[src/design/assert_macros.svh]
// Assertion helpers included by sliding_median_spike_detector.sv.
`ifndef ASSERT_MACROS_SVH
`define ASSERT_MACROS_SVH

// Check a property on every rising clk edge outside reset.
`define ASSERT_CLK(label, prop, msg) \
  label: assert property (@(posedge clk) disable iff (!rst_n) prop) else $error(msg);

// Check that a condition never holds outside reset.
`define ASSERT_NEVER(label, cond, msg) \
  `ASSERT_CLK(label, !(cond), msg)

`endif

[src/design/smsd_pkg.sv]
package smsd_pkg;

  // Width of the saturating spike counter.
  localparam int COUNT_W = 32;

  // Per-cycle command from the controller to every window cell.
  typedef struct packed {
    logic update;  // load next value and age
    logic full;    // window held window_length entries: evict the oldest
  } cell_ctl_t;

endpackage

[src/design/smsd_cell.sv]
module smsd_cell #(
  parameter int VAL_W = 16,
  parameter int AGE_W = 8,
  parameter int LEN_W = 9,
  parameter int IDX   = 0
) (
  input  logic                 clk,
  input  smsd_pkg::cell_ctl_t  ctl,
  input  logic [LEN_W-1:0]     fill,       // entries held before the request
  input  logic [LEN_W-1:0]     fill_post,  // entries held after eviction
  input  logic [AGE_W-1:0]     len_m1,     // age of the entry to drop
  input  logic [VAL_W-1:0]     sample,
  input  logic [VAL_W-1:0]     ev_val,     // value of the entry being dropped
  input  logic [VAL_W-1:0]     right_val,
  input  logic [AGE_W-1:0]     right_age,
  input  logic [VAL_W-1:0]     left_wval,
  input  logic [AGE_W-1:0]     left_wage,
  input  logic                 left_g,
  output logic [VAL_W-1:0]     val,
  output logic [AGE_W-1:0]     age,
  output logic                 ev,
  output logic [VAL_W-1:0]     wval,
  output logic [AGE_W-1:0]     wage,
  output logic                 g
);
  import smsd_pkg::*;

  logic [VAL_W-1:0] val_r, val_nxt;
  logic [AGE_W-1:0] age_r, age_nxt;
  logic             vld, wvld, after_ev, take_right;

  assign vld = fill > LEN_W'(IDX);
  assign ev  = vld && (age_r == len_m1);

  // Order is (value up, age down), so everything at or above the dropped
  // value, except the dropped entry itself, sits to its right.
  assign after_ev   = vld && !ev && (val_r >= ev_val);
  assign take_right = ctl.full && (ev || after_ev);

  assign wval = take_right ? right_val : val_r;
  assign wage = take_right ? right_age : age_r;
  assign wvld = fill_post > LEN_W'(IDX);

  // True from the insertion point on.
  assign g = !wvld || (wval > sample);

  always_comb begin
    if (!g) begin
      val_nxt = wval;
      age_nxt = wage + AGE_W'(1);
    end else if (left_g) begin
      val_nxt = left_wval;
      age_nxt = left_wage + AGE_W'(1);
    end else begin
      val_nxt = sample;
      age_nxt = '0;
    end
  end

  always_ff @(posedge clk) begin
    if (ctl.update) begin
      val_r <= val_nxt;
      age_r <= age_nxt;
    end
  end

  assign val = val_r;
  assign age = age_r;

endmodule

[config.mk]
export PLATFORM = sky130hd
export DESIGN_NAME = smsd_cell
export DESIGN_NICKNAME = d
export VERILOG_FILES = /design/src/design/assert_macros.svh /design/src/design/smsd_pkg.sv /design/src/design/smsd_cell.sv
export SDC_FILE = /design/constraint.sdc
export NUM_CORES = 1
export LEC_CHECK = 0
export BUFFER_PORTS_ARGS = -buffer_cell sky130_fd_sc_hd__buf_4
export CORE_MARGIN = 1
export CORE_UTILIZATION = 45
export DETAILED_ROUTE_END_ITERATION = 8
export PLACE_DENSITY = 0.81
export SYNTH_ARGS = -nofsm -noshare
export SYNTH_HDL_FRONTEND = slang
export SYNTH_SLANG_ARGS = --single-unit
[constraint.sdc]
create_clock -name clk -period 5.9 [get_ports clk]
set_clock_uncertainty 0.05 [all_clocks]
set_input_delay 0 -clock clk [delete_from_list [all_inputs] [get_ports clk]]
set_output_delay 0 -clock clk [all_outputs]
set_load 0.05 [all_outputs]
Yosys cells after proc, flatten, opt, wreduce, memory -nomap -nowiden
Index checks and enable logic that the tools add are counted.

cells by class
  add/sub/neg operators = 2
  $lt $le $gt $ge = 4
  equal/unequal tests = 1
  muxes and demuxes = 6
  reductions and logical operators = 8

operators with widths
  kind                 count
  $mux 16              3
  $mux 8               3
  $gt 9x1->1 const B   2
  $add 8x1->8 const B  2
  $ge 16x16->1         1
  $gt 16x16->1         1
  $eq 8x8->1           1
  $logic_and 1x1->1    4
  $logic_not 1->1      2
  $logic_or 1x1->1     2

storage, ports and cells
  bits in registers = 24
  bits of input ports = 110
  output and inout bits = 50
  word-level logic and storage cells = 23

Logic depth before layout (Yosys ltp)
  depth in word-level cells = 11
  depth in mapped cells = 18
  gate-level depth less buffers = 16

Worst setup path before layout
No wires, ideal clock.

  path type = register to register
  from = register val_r[9], in the netlist val[9]
  to = register val_r[10], in the netlist val[10] (data pin)
  setup time = 0.260 ns
  arrival = 4.789 ns
  required time = 5.590 ns
  slack = 0.801 ns
  stages on the path, launching flop included = 17
  buffers on the path = 2
  period minus slack after synthesis = 5.099 ns
  cell sequence = edfxtp_1 -> ha_1 -> a21o_1 -> a221o_1 -> a21oi_2 -> nand3_2 -> o21ai_4 -> buf_8 -> mux2_1 -> ha_1 -> nand2_1 -> or4_4 -> a211oi_2 -> a311oi_1 -> o21ai_2 -> buf_6 -> mux2_4

between the ends
  word-level cells in the longest chain between the ends = 8

ends and longest elaborated chain
  element                 RTL line         text
  start, declared         smsd_cell.sv:28  logic [VAL_W-1:0] val_r, val_nxt;
  start signal, assigned  smsd_cell.sv:62  val_r <= val_nxt;
  $ge 16x16->1            smsd_cell.sv:37  assign after_ev = vld && !ev && (val_r >= ev_val);
  $logic_and 1x1->1       smsd_cell.sv:37
  $logic_or 1x1->1        smsd_cell.sv:38  assign take_right = ctl.full && (ev || after_ev);
  $logic_and 1x1->1       smsd_cell.sv:38
  $mux 16 (*)             smsd_cell.sv:40  assign wval = take_right ? right_val : val_r;
  net wval[9]             smsd_cell.sv:22  output logic [VAL_W-1:0] wval,
  $gt 16x16->1 (*)        smsd_cell.sv:45  assign g = !wvld || (wval > sample);
  $logic_or 1x1->1 (*)    smsd_cell.sv:45
  $mux 16 (*)             smsd_cell.sv:48  if (!g) begin
  net val_nxt[10]         smsd_cell.sv:28

The timed path passes the listed nets; every way through them passes the cells marked *.
A chain may end at the register's enable or synchronous reset.

Worst setup path after layout
  from = register val_r[7], in the netlist val[7]
  to = register val_r[15], in the netlist val[15] (data pin)

between the ends
  word-level cells in the longest chain between the ends = 8

ends and longest elaborated chain
  element            RTL line
  $ge 16x16->1       smsd_cell.sv:37
  $logic_and 1x1->1  smsd_cell.sv:37
  $logic_or 1x1->1   smsd_cell.sv:38
  $logic_and 1x1->1  smsd_cell.sv:38
  $mux 16 (*)        smsd_cell.sv:40
  $gt 16x16->1       smsd_cell.sv:45
  $logic_or 1x1->1   smsd_cell.sv:45
  $mux 16 (*)        smsd_cell.sv:48
  net val_nxt[15]    smsd_cell.sv:28

Marks and branches as above.

==> run_results.csv <==
group,metric,value,unit
outcome,outcome,"finished clean",
grt,grt_pass1_wl,13.2,mm
layout,stdcell_count,533,
power_and_ir_drop,leakage,2.09,nW
floorplan,rows,28,
synth,netlist_area,2920,sq um
placed_design,hpwl,7.20,mm
sta,tns,0,ns
floorplan,initial_core_util,0.479,
floorplan,die_height,82.5,um
setup_path,startpoint_type,"flip-flop",
grt,grt_max_degree,40,
layout,num_antenna_cells,0,
grt,first_global_vias,2931,
setup_path,path_class,"flip-flop to flip-flop",
route,routedWlPerCell,16.2,um
layout,syn_to_final_growth,43.3,%
route,vias_per_cell,5.45,
layout,fin_util,0.686,
placed_design,portBuffers,159,
synth,async_flop_share,0,
placed_design,dpl_cell_area,4140,sq um
sta,worst_pin_slew,1.15,ns
sta,max_freq,182,MHz
sta,rsz0062_at_grt,"no",
synth,synthFlopType,"edfxtp_1",
clock_network,cts_setup_buffers,0,
synth,synth_edf_count,24,
floorplan,core_area,6100,sq um
floorplan,ios,160,
synth,syn-num-nets,448,
sta,slew_viol_final,0,
synth,yosysSeqAreaShare,0.247,
grt,grt_overflow,0,
clock_network,postCtsResizedCells,0,
grt,grt_use_total,0.255,
synth,muxShareOfSynthArea,0.185,
sta,max_slew_margin,0.229,
clock_network,cts_sinks,24,
layout,register_area,721,sq um
placed_design,gp_congestion,0.915,
clock_network,cts.path.max_buffers,2,
synth,synth_top_family_by_area,"multiplexers",
setup_path,critPathCaptureType,"flip-flop",
route,drcViolationCount,0,
power_and_ir_drop,total_power,1.95,mW
layout,final_area,4180,sq um
clock_network,cts.htree.levels,1,
route,firstDrtPassIters,4,
route,vias,2905,
synth,synth-simple-area-share,0.152,
route,detail-route-antenna-nets,0,
clock_network,ctsRootBufferMaster,"clkbuf_8",
synth,synth_compound_gate_area_share,0.127,
floorplan,dieArea,6810,sq um
sta,hold_viol,0,
layout,nFillCells,518,
synth,yosysTopAreaCellShare,0.247,
synth,ys_types,52,
sta,fin_crit,5.49,ns
clock_network,cts_hold_buf,0,
layout,multi_input_area,2000,sq um
synth,ys_top_cells_by_area,"edfxtp_1 (25%), ha_1 (15%), mux2_2 (9.6%), mux2_4 (5.7%), inv_1 (4.4%)",
grt,antenna_found_initial,0,
clock_network,tritoncts,"built",
synth,syn_inst,304,
clock_network,cts_buffers,3,
floorplan,die_w,82.5,um
sta,setup_viol,0,
setup_path,crit_required,5.87,ns
synth,ys_ff_latch,24,
sta,fin_crit_sh,0.931,
power_and_ir_drop,ir_worst_vdd,0.000280,V
placed_design,place_inst,530,
synth,synthAdderAreaFrac,0.146,
setup_path,arrival,5.47,ns
setup_path,worstPathMaxFanout,34,
route,routed_wl,8.64,mm
synth,synth-xor-area-share,0.0720,
power_and_ir_drop,powerDensity,466,nW/um^2
clock_network,clock_latency,0.27,ns
clock_network,clk_pin_slew,0.09,ns
route,drt-initial-drc-count,92,
layout,final_layout_size_suffix_gt1_frac,0.467,
synth,synth_warnings,0,
hold_path,hold_class,"primary input to flip-flop",
layout,fin_nets,604,
synth,syn_avg_cell_area,9.60,sq um
synth,yosysTopAreaCell,"edfxtp_1",
job,drv_cap,0,
==> metrics by stage <==
step / hold slack (ns) / setup WS [ns]
after floorplan: 0.0625 / 0.801
after global placement: 0.357 / 0.620
after detailed placement: 0.363 / 0.457
after CTS: 0.0933 / 0.421
after global routing: 0.111 / 0.179
final: 0.0921 / 0.407
==> worst max-delay path, stage by stage (launching register included) <==
cell,delay [ns]
edfxtp_1,0.42
ha_1,0.31
and3_1,0.22
a221oi_1,0.55
a21oi_2,0.14
o21ai_4,0.50
mux2_2,0.43
ha_1,0.33
nand2_1,0.08
or4_4,0.53
a211oi_2,0.24
a311oi_1,0.10
o21ai_4,0.90
mux2_2,0.43
==> cell families (layout without fill, tap and decap cells) <==
group,Yosys count,after routing
buf+inv,43,197
xor+xnor,24,24
flops,24,24
fa+ha+maj,34,34
compound gates,51,51
simple gates,83,83
mux,45,45
==> cells in the mapped netlist, drive strengths merged (2+ instances only) <==
cell,n
nand3,22
xor2,12
and3,7
mux2,39
buf,5
clkbuf,4
nor4,5
nand4,3
xnor2,12
inv,34
nor3,2
mux2i,6
o21ai,28
o21a,2
nand2,24
nor2b,5
or2,2
ha,34
o31ai,2
a21o,2
edfxtp,24
or4,3
nor2,3
a21oi,6
nand2b,2
and2,2
==> state kept, by name, summed over array words and instances (netlist names) <==
signal / count
val: 16
age: 8
==> final timing paths <==
kind / startpoint / end / slack, ns / cells after the start
worst max-delay path: val[7] / val[15] / 0.41 / 13
worst min-delay path: left_wval[1] / val[1] / 0.09 / 4
worst max register to register: val[7] / val[15] / 0.41 / 13
worst min register to register: val[0] / val[0] / 0.72 / 2
==> cell usage in the layout (no fill, tap or decap), types with 3 or more instances in the layout <==
master	instances
ha_1	34
inv_1	34
xnor2_1	12
clkbuf_8	3
xor2_1	12
nor2_1	3
nand4_1	3
edfxtp_1	24
nand2_1	24
mux2_2	25
o21ai_2	4
and3_1	7
nand3_1	21
nor2b_1	5
mux2_4	11
mux2_1	3
o21ai_0	21
buf_4	160
a21oi_1	4
mux2i_1	6
nor4_1	4
==> where the power goes <==
group | switching [mW] | total, mW | internal [mW]
sequential | 0.0833 | 0.374 | 0.290
combinational | 0.915 | 1.47 | 0.559
clock | 0.0534 | 0.0991 | 0.0457
==> metal layers <==
layer	GRT usage	vias to the layer above	routed length [um]
li1	-	1422	-
met1	0.296	1338	3480
met2	0.472	133	4350
met3	0.0418	12	633
met4	0.0862	0	168
met5	0	-	0
==> area by class of cell <==
type | count | share of cell area
flip-flops and latches | 24 | 0.172
clock buffers | 3 | 0.00987
inverters | 34 | 0.0305
well taps | 75 | 0.0224
repair buffers | 160 | 0.287
multi-input cells | 237 | 0.478
Note: power is estimated with default switching activity, not from simulation.
